[config.mk]
export PLATFORM = sky130hd
export DESIGN_NAME = sql_statement_splitter_flat
export DESIGN_NICKNAME = d
export VERILOG_FILES = /design/src/sv/ssplit_pkg.sv /design/src/sv/ssplit_if.sv /design/src/sv/ssplit_lexer.sv /design/src/sv/sql_statement_splitter.sv /design/src/flat_wrapper.sv
export SDC_FILE = /design/constraint.sdc
export NUM_CORES = 1
export LEC_CHECK = 0
export BUFFER_PORTS_ARGS = -buffer_cell sky130_fd_sc_hd__buf_2
export CORE_ASPECT_RATIO = 1.2
export CORE_UTILIZATION = 51
export DETAILED_ROUTE_END_ITERATION = 7
export GPL_TIMING_DRIVEN = 0
export PLACE_DENSITY = 0.77
export SLEW_MARGIN = 25
export SYNTH_ARGS = -nofsm -noshare
export SYNTH_HDL_FRONTEND = slang
export SYNTH_SLANG_ARGS = --single-unit
[constraint.sdc]
create_clock -name clk -period 3.3 [get_ports clk]
set_clock_uncertainty 0.1 [all_clocks]
set_input_delay 0.66 -clock clk [delete_from_list [all_inputs] [get_ports clk]]
set_output_delay 0.66 -clock clk [all_outputs]
set_load 0.01 [all_outputs]
[src/sv/ssplit_pkg.sv]
`timescale 1ns / 1ps

package ssplit_pkg;

  // Character codes the lexer reacts to.
  localparam logic [7:0] CH_SQUOTE = 8'h27;
  localparam logic [7:0] CH_DQUOTE = 8'h22;
  localparam logic [7:0] CH_DASH   = 8'h2D;
  localparam logic [7:0] CH_DOLLAR = 8'h24;
  localparam logic [7:0] CH_SLASH  = 8'h2F;
  localparam logic [7:0] CH_SEMI   = 8'h3B;
  localparam logic [7:0] CH_STAR   = 8'h2A;
  localparam logic [7:0] CH_NL     = 8'h0A;
  localparam logic [7:0] CH_BSLASH = 8'h5C;

  // Request codes of the input word.
  localparam logic REQ_CHAR = 1'b0;
  localparam logic REQ_END  = 1'b1;

  typedef enum logic [3:0] {
    MODE_PLAIN = 4'd0,
    MODE_DASH  = 4'd1,
    MODE_SLASH = 4'd2,
    MODE_DOL   = 4'd3,
    MODE_DD    = 4'd4,
    MODE_DDD   = 4'd5,
    MODE_LINE  = 4'd6,
    MODE_BLOCK = 4'd7,
    MODE_BSTAR = 4'd8,
    MODE_QUOTE = 4'd9
  } lex_mode_t;

  typedef struct packed {
    lex_mode_t mode;
    logic      quote_is_double;
    logic      escape_pending;
    logic      stmt_has_text;
    logic      stmt_has_any;
  } lex_state_t;

  localparam lex_state_t STATE_RESET = '{
    mode:            MODE_PLAIN,
    quote_is_double: 1'b0,
    escape_pending:  1'b0,
    stmt_has_text:   1'b0,
    stmt_has_any:    1'b0
  };

  typedef struct packed {
    logic       char_valid;
    logic [7:0] out_char;
    logic       is_space;
    logic       stmt_end;
    logic       stmt_nonempty;
    logic       last;
  } result_t;

  // Up to two output words produced by one input word.
  typedef struct packed {
    logic    two;
    result_t r0;
    result_t r1;
  } result_pair_t;

  function automatic logic space_of(input logic [7:0] c);
    logic s;
    case (c) inside
      [8'd9:8'd13], 8'd32, 8'd133, 8'd160: s = 1'b1;
      default:                             s = 1'b0;
    endcase
    return s;
  endfunction

  function automatic result_t char_word(input logic [7:0] c);
    result_t r;
    r               = '0;
    r.char_valid    = 1'b1;
    r.out_char      = c;
    r.is_space      = space_of(c);
    return r;
  endfunction

  function automatic result_t end_word(input logic nonempty);
    result_t r;
    r               = '0;
    r.stmt_end      = 1'b1;
    r.stmt_nonempty = nonempty;
    return r;
  endfunction

endpackage

[src/sv/ssplit_if.sv]
`timescale 1ns / 1ps

interface ssplit_in_if;
  logic       valid;
  logic       ready;
  logic       req_type;
  logic [7:0] char_code;

  modport source (output valid, output req_type, output char_code, input ready);
  modport sink   (input valid, input req_type, input char_code, output ready);
endinterface

interface ssplit_out_if;
  logic       valid;
  logic       ready;
  logic       char_valid;
  logic [7:0] out_char;
  logic       is_space;
  logic       stmt_end;
  logic       stmt_nonempty;
  logic       last;

  modport source (output valid, output char_valid, output out_char, output is_space,
                  output stmt_end, output stmt_nonempty, output last, input ready);
  modport sink   (input valid, input char_valid, input out_char, input is_space,
                  input stmt_end, input stmt_nonempty, input last, output ready);
endinterface

[src/sv/ssplit_lexer.sv]
`timescale 1ns / 1ps

module ssplit_lexer (
  input  ssplit_pkg::lex_state_t   st,
  input  logic                     req_type,
  input  logic [7:0]               char_code,
  output ssplit_pkg::lex_state_t   st_next,
  output logic                     res_any,
  output ssplit_pkg::result_pair_t res
);
  import ssplit_pkg::*;

  logic c_space;

  assign c_space = space_of(char_code);

  // Next state.
  always_comb begin
    st_next = st;
    if (req_type == REQ_END) begin
      st_next = STATE_RESET;
    end else begin
      case (st.mode)
        MODE_DASH: begin
          if (char_code == CH_DASH) begin
            st_next.mode = MODE_LINE;
          end else begin
            st_next.mode          = MODE_PLAIN;
            st_next.stmt_has_any  = 1'b1;
            st_next.stmt_has_text = 1'b1;
          end
        end
        MODE_SLASH: begin
          if (char_code == CH_STAR) begin
            st_next.mode = MODE_BLOCK;
          end else begin
            st_next.mode          = MODE_PLAIN;
            st_next.stmt_has_any  = 1'b1;
            st_next.stmt_has_text = 1'b1;
          end
        end
        MODE_DOL, MODE_DD, MODE_DDD: begin
          st_next.stmt_has_any = 1'b1;
          if (!c_space) st_next.stmt_has_text = 1'b1;
          if (st.mode == MODE_DOL) begin
            st_next.mode = (char_code == CH_DOLLAR) ? MODE_DD : MODE_PLAIN;
          end else if (st.mode == MODE_DD) begin
            if (char_code == CH_DOLLAR) st_next.mode = MODE_DDD;
          end else begin
            st_next.mode = (char_code == CH_DOLLAR) ? MODE_PLAIN : MODE_DD;
          end
        end
        MODE_LINE: begin
          if (char_code == CH_NL) begin
            st_next.stmt_has_any = 1'b1;
            st_next.mode         = MODE_PLAIN;
          end
        end
        MODE_BLOCK: begin
          if (char_code == CH_STAR) st_next.mode = MODE_BSTAR;
        end
        MODE_BSTAR: begin
          if (char_code == CH_SLASH) begin
            st_next.mode = MODE_PLAIN;
          end else if (char_code != CH_STAR) begin
            st_next.mode = MODE_BLOCK;
          end
        end
        MODE_QUOTE: begin
          st_next.stmt_has_any = 1'b1;
          if (!c_space) st_next.stmt_has_text = 1'b1;
          if (st.escape_pending) begin
            st_next.escape_pending = 1'b0;
          end else if (char_code == CH_BSLASH) begin
            st_next.escape_pending = 1'b1;
          end else if (char_code == (st.quote_is_double ? CH_DQUOTE : CH_SQUOTE)) begin
            st_next.mode = MODE_PLAIN;
          end
        end
        default: begin
          // Plain text; unreachable codes behave the same way.
          if (char_code == CH_DASH) begin
            st_next.mode = MODE_DASH;
          end else if (char_code == CH_SLASH) begin
            st_next.mode = MODE_SLASH;
          end else if (char_code == CH_SEMI) begin
            st_next.mode          = MODE_PLAIN;
            st_next.stmt_has_text = 1'b0;
            st_next.stmt_has_any  = 1'b0;
          end else begin
            st_next.mode         = MODE_PLAIN;
            st_next.stmt_has_any = 1'b1;
            if (!c_space) st_next.stmt_has_text = 1'b1;
            if (char_code == CH_SQUOTE || char_code == CH_DQUOTE) begin
              st_next.mode            = MODE_QUOTE;
              st_next.quote_is_double = (char_code == CH_DQUOTE);
              st_next.escape_pending  = 1'b0;
            end else if (char_code == CH_DOLLAR) begin
              st_next.mode = MODE_DOL;
            end
          end
        end
      endcase
    end
  end

  // Output words.
  always_comb begin
    res     = '0;
    res_any = 1'b0;
    if (req_type == REQ_END) begin
      res_any = 1'b1;
      if (st.mode == MODE_DASH || st.mode == MODE_SLASH) begin
        res.two = 1'b1;
        res.r0  = char_word((st.mode == MODE_DASH) ? CH_DASH : CH_SLASH);
        res.r1  = end_word(1'b1);
      end else begin
        res.r0 = end_word(st.stmt_has_any);
      end
    end else begin
      case (st.mode)
        MODE_DASH: begin
          if (char_code != CH_DASH) begin
            res_any = 1'b1;
            res.two = 1'b1;
            res.r0  = char_word(CH_DASH);
            res.r1  = char_word(char_code);
          end
        end
        MODE_SLASH: begin
          if (char_code != CH_STAR) begin
            res_any = 1'b1;
            res.two = 1'b1;
            res.r0  = char_word(CH_SLASH);
            res.r1  = char_word(char_code);
          end
        end
        MODE_DOL, MODE_DD, MODE_DDD, MODE_QUOTE: begin
          res_any = 1'b1;
          res.r0  = char_word(char_code);
        end
        MODE_LINE: begin
          if (char_code == CH_NL) begin
            res_any = 1'b1;
            res.r0  = char_word(char_code);
          end
        end
        MODE_BLOCK, MODE_BSTAR: begin
          res_any = 1'b0;
        end
        default: begin
          if (char_code == CH_SEMI) begin
            res_any = 1'b1;
            res.r0  = end_word(st.stmt_has_text);
          end else if (char_code != CH_DASH && char_code != CH_SLASH) begin
            res_any = 1'b1;
            res.r0  = char_word(char_code);
          end
        end
      endcase
    end
    // The final word of this input word carries the last mark.
    if (res.two) begin
      res.r1.last = 1'b1;
    end else begin
      res.r0.last = res_any;
    end
  end

endmodule

[src/sv/sql_statement_splitter.sv]
`timescale 1ns / 1ps

// SQL statement splitter.
// The in_ch channel takes one word per character of SQL text (req_type 0,
// char_code holds the byte) or an end-of-text mark (req_type 1). The out_ch
// channel gives kept characters with a per-byte whitespace flag, and boundary
// words (stmt_end) that close a statement at a semicolon in plain text or at
// end of text; last marks the final output word caused by one input word.
// Comments are stripped; a held '-' or '/' is released with the next word.
// An accepted word is held in the input register and lexed there; its
// results go to the output queue, which shows its first output word; a
// second output word, when there is one, follows once the receiver takes one.
// Throughput: one input word per cycle while the receiver does not stall and
// each input word gives at most one output word; the lexer state and the
// two-entry output queue set that figure, and a word that gives two outputs holds its entry until both are taken.
// A stalled receiver fills the output queue (two input words' results), then
// the input register holds its word and in_ch.ready drops; nothing is lost.
// Reset (rst, synchronous) returns the lexer to plain text with an empty
// statement, and empties the input register and output queue.
module sql_statement_splitter (
  input  logic                clk,
  input  logic                rst,
  ssplit_in_if.sink           in_ch,
  ssplit_out_if.source        out_ch
);
  import ssplit_pkg::*;

  // Input register.
  logic       hold_valid;
  logic       hold_req;
  logic [7:0] hold_char;

  // Lexer state.
  lex_state_t st;
  lex_state_t st_next;

  // Lexer results for the word in the input register.
  logic         res_any;
  result_pair_t res;

  // Output queue: each entry is all output words of one input word.
  result_pair_t queue [2];
  logic         wr_ptr;
  logic         rd_ptr;
  logic [1:0]   q_count;
  logic         sub;           // 1 while the second word of the head entry is shown

  logic         process;
  logic         push;
  logic         pop;
  logic         in_accept;
  logic         out_accept;
  result_pair_t head;
  result_t      head_word;

  ssplit_lexer u_lexer (
    .st        (st),
    .req_type  (hold_req),
    .char_code (hold_char),
    .st_next   (st_next),
    .res_any   (res_any),
    .res       (res)
  );

  // The held word is lexed once the queue has room for its results.
  assign process   = hold_valid && (q_count != 2'd2);
  assign push      = process && res_any;
  assign in_accept = in_ch.valid && in_ch.ready;

  assign in_ch.ready = !hold_valid || process;

  assign head       = queue[rd_ptr];
  assign head_word  = sub ? head.r1 : head.r0;
  assign out_accept = out_ch.valid && out_ch.ready;
  assign pop        = out_accept && !(head.two && !sub);

  assign out_ch.valid         = (q_count != 2'd0);
  assign out_ch.char_valid    = head_word.char_valid;
  assign out_ch.out_char      = head_word.out_char;
  assign out_ch.is_space      = head_word.is_space;
  assign out_ch.stmt_end      = head_word.stmt_end;
  assign out_ch.stmt_nonempty = head_word.stmt_nonempty;
  assign out_ch.last          = head_word.last;

  always_ff @(posedge clk) begin
    if (rst) begin
      hold_valid <= 1'b0;
      st         <= STATE_RESET;
      wr_ptr     <= 1'b0;
      rd_ptr     <= 1'b0;
      q_count    <= 2'd0;
      sub        <= 1'b0;
    end else begin
      if (in_accept) begin
        hold_valid <= 1'b1;
      end else if (process) begin
        hold_valid <= 1'b0;
      end
      if (process) begin
        st <= st_next;
      end
      if (push) begin
        wr_ptr <= ~wr_ptr;
      end
      if (out_accept) begin
        if (pop) begin
          rd_ptr <= ~rd_ptr;
          sub    <= 1'b0;
        end else begin
          sub <= 1'b1;
        end
      end
      q_count <= q_count + {1'b0, push} - {1'b0, pop};
    end
  end

  // Payload registers carry no reset.
  always_ff @(posedge clk) begin
    if (in_accept) begin
      hold_req  <= in_ch.req_type;
      hold_char <= in_ch.char_code;
    end
    if (push) begin
      queue[wr_ptr] <= res;
    end
  end

endmodule
[src/flat_wrapper.sv]
// flat-port wrapper written by rule: the top's interface ports become plain ports
module sql_statement_splitter_flat import ssplit_pkg::*;
  (clk, rst, in_ch_valid, in_ch_req_type, in_ch_char_code, in_ch_ready, out_ch_valid, out_ch_char_valid, out_ch_out_char, out_ch_is_space, out_ch_stmt_end, out_ch_stmt_nonempty, out_ch_last, out_ch_ready);
  ssplit_in_if in_ch_i ();
  ssplit_out_if out_ch_i ();
  input  logic clk;
  input  logic rst;
  input wire logic [$bits(in_ch_i.valid)-1:0] in_ch_valid;
  input wire logic [$bits(in_ch_i.req_type)-1:0] in_ch_req_type;
  input wire logic [$bits(in_ch_i.char_code)-1:0] in_ch_char_code;
  output wire logic [$bits(in_ch_i.ready)-1:0] in_ch_ready;
  output wire logic [$bits(out_ch_i.valid)-1:0] out_ch_valid;
  output wire logic [$bits(out_ch_i.char_valid)-1:0] out_ch_char_valid;
  output wire logic [$bits(out_ch_i.out_char)-1:0] out_ch_out_char;
  output wire logic [$bits(out_ch_i.is_space)-1:0] out_ch_is_space;
  output wire logic [$bits(out_ch_i.stmt_end)-1:0] out_ch_stmt_end;
  output wire logic [$bits(out_ch_i.stmt_nonempty)-1:0] out_ch_stmt_nonempty;
  output wire logic [$bits(out_ch_i.last)-1:0] out_ch_last;
  input wire logic [$bits(out_ch_i.ready)-1:0] out_ch_ready;
  assign in_ch_i.valid = in_ch_valid;
  assign in_ch_i.req_type = in_ch_req_type;
  assign in_ch_i.char_code = in_ch_char_code;
  assign in_ch_ready = in_ch_i.ready;
  assign out_ch_valid = out_ch_i.valid;
  assign out_ch_char_valid = out_ch_i.char_valid;
  assign out_ch_out_char = out_ch_i.out_char;
  assign out_ch_is_space = out_ch_i.is_space;
  assign out_ch_stmt_end = out_ch_i.stmt_end;
  assign out_ch_stmt_nonempty = out_ch_i.stmt_nonempty;
  assign out_ch_last = out_ch_i.last;
  assign out_ch_i.ready = out_ch_ready;
  sql_statement_splitter u_core (.clk(clk), .rst(rst), .in_ch(in_ch_i), .out_ch(out_ch_i));
endmodule
# Word-level counts from Yosys, hierarchy flattened
# Memory sizes are Yosys's and may differ from the RTL's. A register that Yosys moved wholly into a read port is not among the register bits.
# Cells that the tools add are included.
[totals] n_memories=1 register_bits=23 wordCells=175 inputBits=13 latch_bits=0 ramBits=54 rom_bits=0 output_inout_bits=15
[classes] n_div=0 bitwise_logic=2 shift=0 n_lt_le_gt_ge=4 mul=0 muxes=69 eq_ne=52 add_sub_neg=2 reduce_logical=33
[memory_table] memory="u_core.queue" depth=2 word_bits=27 read_ports=1 rd_ports_with_merged_regs=1 write_ports=1 line="sql_statement_splitter.sv:42" rtl="result_pair_t queue [2];"
[ops] cell="27-bit two-way mux" count=3
[ops] cell="13-bit two-way mux" count=5
[ops] cell="13-bit one-hot mux with 5 select lines" count=1
[ops] cell="8-bit by 6-bit equality test with 1-bit output (second input constant)" count=8
[ops] cell="4-bit two-way mux" count=16
[ops] cell="4-bit one-hot mux with 7 select lines" count=1
[ops] cell="13-bit one-hot mux with 2 select lines" count=1
[ops] cell="8-bit by 6-bit != test with 1-bit output (second input constant)" count=3
[ops] cell="1-bit two-way mux" count=23
[ops] cell="3-bit by 2-bit != test with 1-bit output (second input constant)" count=7
[ops] cell="3-bit two-way mux" count=6
[ops] cell="6-bit AND reduction" count=3
[ops] cell="4-bit by 3-bit equality test with 1-bit output (second input constant)" count=4
[ops] cell="6-bit by 8-bit equality test with 1-bit output (second input constant)" count=2
[ops] cell="8-bit equality test (second input constant)" count=2
[ops] cell="2-bit two-way mux" count=7
[ops] cell="2-bit by 1-bit != test with 1-bit output (second input constant)" count=7
[ops] cell="4-bit OR reduction" count=3
[ops] cell="5-bit by 2-bit != test with 1-bit output (second input constant)" count=2
[ops] cell="1-bit one-hot mux with 5 select lines" count=2
[ops] cell="1-bit logical AND" count=9
[ops] cell="3-bit by 1-bit != test with 1-bit output (second input constant)" count=3
[ops] cell="9-bit OR reduction" count=1
[ops] cell="4-bit by 2-bit equality test with 1-bit output (second input constant)" count=2
[ops] cell="31 further kinds" count=41

# Longest topological paths before layout
[logic_depth] word_depth=10 mapped_depth=10 mapped_depth_nobuf=9

# Hierarchy
# Synthesis repeated with hierarchy kept, for this count alone.
[unflattened] hier_cells=320 hier_area_um2=3917.5
[modules_own_cells] module="sql_statement_splitter" area_each_um2=2871.5 cells_each=157 seq_area_each_um2=2192.1 n_inst=1
[modules_own_cells] module="ssplit_lexer" area_each_um2=1046.0 cells_each=163 seq_area_each_um2=0.0 n_inst=1

# Worst setup path after synthesis
# OpenSTA, ideal clock, no wires.
[synth_path] path_kind="register to register" from="register, netlist name u_core.st[6]" to="memory u_core.queue[0][0] in the netlist's numbering, enable pin" path_slack_ns=0.084 path_buffers=1 t_arrival_ns=2.706 synth_period_minus_slack_ns=3.216 setup_ns=0.410 required_ns=2.790 path_stages_with_launch=7 path_cell_list="dfxtp_1 buf_2 or4_4 a22oi_1 nor3_2 a21oi_4 nor2b_1"
[synth_via] elab_chain_len=7 elab_cells_between_ends=16 cone_classes="eq/ne: 9; mux: 4; reduce/logical: 3"
[synth_lines] item="4-bit by 2-bit equality test with 1-bit output, or another cell as far along" line="ssplit_lexer.sv:121" rtl="case (st.mode)"
[synth_lines] item="4-bit OR reduction (no source line) / 2-bit OR reduction (equally long branches)"
[synth_lines] item="1-bit one-hot mux with 5 select lines (*)" line="ssplit_lexer.sv:121"
[synth_lines] item="1-bit two-way mux (*)" line="ssplit_lexer.sv:111" rtl="if (req_type == REQ_END) begin"
[synth_lines] item="1-bit logical AND (*)" line="sql_statement_splitter.sv:67" rtl="assign push = process && res_any;"
[synth_lines] item="net u_core.push" line="sql_statement_splitter.sv:49" rtl="logic push;"
[synth_lines] item="1-bit two-way mux (*)" line="sql_statement_splitter.sv:123" rtl="if (push) begin"
[synth_lines] item="1-bit two-way mux (not written as such) (*)" line="sql_statement_splitter.sv:124" rtl="queue[wr_ptr] <= res;"
[synth_lines] item="to (decl)" line="sql_statement_splitter.sv:42"
# The timed path passes the listed nets; every way through them passes the cells marked *.

==> impl_metrics.toml <==
[synthesis]
synthArstFlopShare_pct = 0
synth_area_leaders = "edfxtp_1, dfxtp_1, mux4_2"
netlist_instances = 307
synth_top_family_by_area = "simple AND/OR/NAND/NOR gates"
synth_adder_area_share_pct = 0.641
synth_seq_cells = 74
synth_mux_area_share_pct = 8.34
synth_xor_area_share_pct = 1.12
ys_types = 72
synth.net_count = 322
synth-simple-area-share_pct = 20.2
synth_compound_area_share_pct = 11.9
syn_avg_cell_area_um2 = 12.7
ys.flop_type = "edfxtp_1"
synth-edff-count = 59
yosys.area.top_type = "edfxtp_1"
syn-cell-area_um2 = 3900
synth_top_area_share_pct = 45.4
ys.warnings.count = 0
yosysSeqAreaShare_pct = 53.1

[critical_path]
start_kind = "register"
crit_required_ns = 2.54
end_kind = "output pin"
crit_arrival_ns = 2.27
path_class = "register to output pin"
path_max_fanout = 10

[drt]
wl_per_cell_um = 19.0
firstDrtPassIters = 5
drc_errors = 0
drt_iter0_drc = 247
drt.antenna.violating_nets = 0
vias_per_cell = 6.03
routed_wirelength_mm = 8.35
vias = 2652

[finish]
layout.nets = 360
final_cell_area_um2 = 4370
num_antenna_cells = 0
finalNonFillerCells = 440
area_growth_pct = 12.1
fin_util_pct = 59.8
fillCellCount = 603
drive_gt1_share_pct = 30.9

[grt]
grt_pass1_vias = 2599
grt_max_degree = 26
antenna_found_initial = 0
grt_pass1_wl_mm = 13.4
grt.overflow.total = 0
track_usage_pct = 22.7

[timing]
tns_ns = 0
tightestPinTransition_ns = 0.891
fin_ws_ns = 0.270
hold_slack_ns = 0.374
post-route-min-period_ns = 3.03
min_period_over_period_pct = 91.8
slew_headroom_pct = 40.3
hold_viol = 0
rsz0062_at_grt = "false"
drv_slew = 0
timing.fmax_mhz = 330
finalSetupViolCount = 0

[flow_run]
maxCapViolCount = 0

[placement]
port_buffers = 27
dp_cells = 424
place_ws_ns = 0.343
dp_hpwl_mm = 5.94
finalWeightedCongestion = 0.894
placed_area_um2 = 4160

[floorplan]
io_pins = 28
dieHeight_um = 97.8
core_area_um2 = 7320
die_area_um2 = 8010
rows = 34
initial_core_util_pct = 53.3
die_x_um = 81.9

[clock_network]
cts_setup_buffers = 0
cts-buffers-inserted = 9
insertion_delay_ns = 0.36
cts-root-buf = "clkbuf_8"
clk_pin_slew_ns = 0.08
clock_sinks = 74
clockBufferDepth = 2
htreeDepth = 3
tritoncts = "done"

[outcome]
status = "complete, no violations"

[power_and_ir_drop]
fin_total_pwr_mw = 2.33
peakVddDrop_uv = 427
p_leak_nw = 1.56
power_density_nw_per_um2 = 532

[worst_hold_path]
hp-class = "primary input to register"
## power by group
part           switching, mW  internal [mW]
clock network          0.372          0.362
registers             0.0366           1.09
logic                  0.252          0.213
total                  0.661           1.67
## worst paths after layout
check | cells after the start | slack (ns) | to | startpoint
min | 1 | 0.37 | u_core.hold_char[3]$_DFFE_PP_ | in_ch_char_code[3]
min reg2reg | 2 | 0.41 | u_core.st[3]$_SDFFE_PP0P_ | u_core.st[3]$_SDFFE_PP0P_
max reg2reg | 6 | 0.32 | u_core.queue[0][5]$_DFFE_PP_ | u_core.st[5]$_SDFFE_PP0P_
max | 4 | 0.27 | out_ch_stmt_end | register
## worst max-delay path, cell delays in order, from the launching register on
cell	delay, ns
dfxtp_1	0.31
clkbuf_1	0.37
clkdlybuf4s15_2	0.52
mux4_2	0.56
buf_2	0.16
## layout make-up
cell class | instances | area (um2) | share of cell area [%]
buffer | 23 | 164 | 3.75
clock buffer | 9 | 124 | 2.83
clock inverter | 7 | 83.8 | 1.92
inverter | 7 | 26.3 | 0.601
multi-input combinational | 203 | 1660 | 37.9
sequential | 74 | 2070 | 47.4
tap | 90 | 113 | 2.57
timing repair buffer | 27 | 135 | 3.09
## flip-flops by register name, indices dropped and copies added (netlist names), named ones only
name	flops
u_core.sub	1
u_core.hold_valid	1
u_core.wr_ptr	1
u_core.queue	50
u_core.q_count	2
u_core.hold_req	1
u_core.rd_ptr	1
u_core.st	8
u_core.hold_char	8
## metal layers
| metal | share of wire (%) | global-route usage, % |
|---|---|---|
| met2 | 50 | 36.6 |
| met1 | 43 | 30.0 |
| met4 | 2.1 | 9.58 |
| met3 | 4.6 | 3.74 |
| met5 | 0 | 0 |
## Yosys cell counts, types with 6 or more instances
master and n:
nor2b_1 7, mux4_2 12, nor3b_1 7, nand2b_1 6, inv_1 7, o21ai_0 9, nand2_1 16, edfxtp_1 59
and2_1 7, nor2_1 18, nor3_1 8, a21oi_1 12, dfxtp_1 15, clkbuf_1 11, nand3_1 6
## layout by cell type, fill, tap and decap left out, drive strengths merged, types with 2 or more instances in the layout
cell type / synthesis / routed
nor2: 19 / 19
a211oi: 4 / 4
mux4: 12 / 12
clkbuf: 14 / 23
or4b: 5 / 5
nor2b: 7 / 7
o311ai: 2 / 2
inv: 7 / 10
ha: 2 / 2
a21o: 4 / 4
a221oi: 2 / 2
nor3: 9 / 9
or3: 2 / 2
a31oi: 4 / 4
buf: 9 / 35
nand2: 17 / 17
nor3b: 7 / 7
clkinv: 0 / 2
or2: 2 / 2
and3: 3 / 3
nor4b: 3 / 3
xor2: 2 / 2
or4: 2 / 2
o31ai: 3 / 3
o21ai: 9 / 9
and2: 11 / 11
edfxtp: 59 / 59
and4bb: 3 / 3
xnor2: 3 / 3
nand2b: 6 / 6
nand3b: 3 / 3
dfxtp: 15 / 15
and4b: 3 / 3
o211ai: 2 / 2
nor4: 4 / 4
a211o: 4 / 4
mux2i: 4 / 4
a22o: 3 / 3
a21oi: 16 / 16
nand3: 6 / 6
## timing repair
action,CTS,global route
hold buffers,0,0
setup endpoints to repair,8,0
resized for setup,2,0
## logic make-up after synthesis
family	Yosys count
and+or+nand+nor	118
DFF	74
AOI/OAI and AO/OA	61
buffers and inverters	30
muxes	17
xor gates and xnor gates	5
adders and majority gates	2
(Power assumes the default switching activity.)
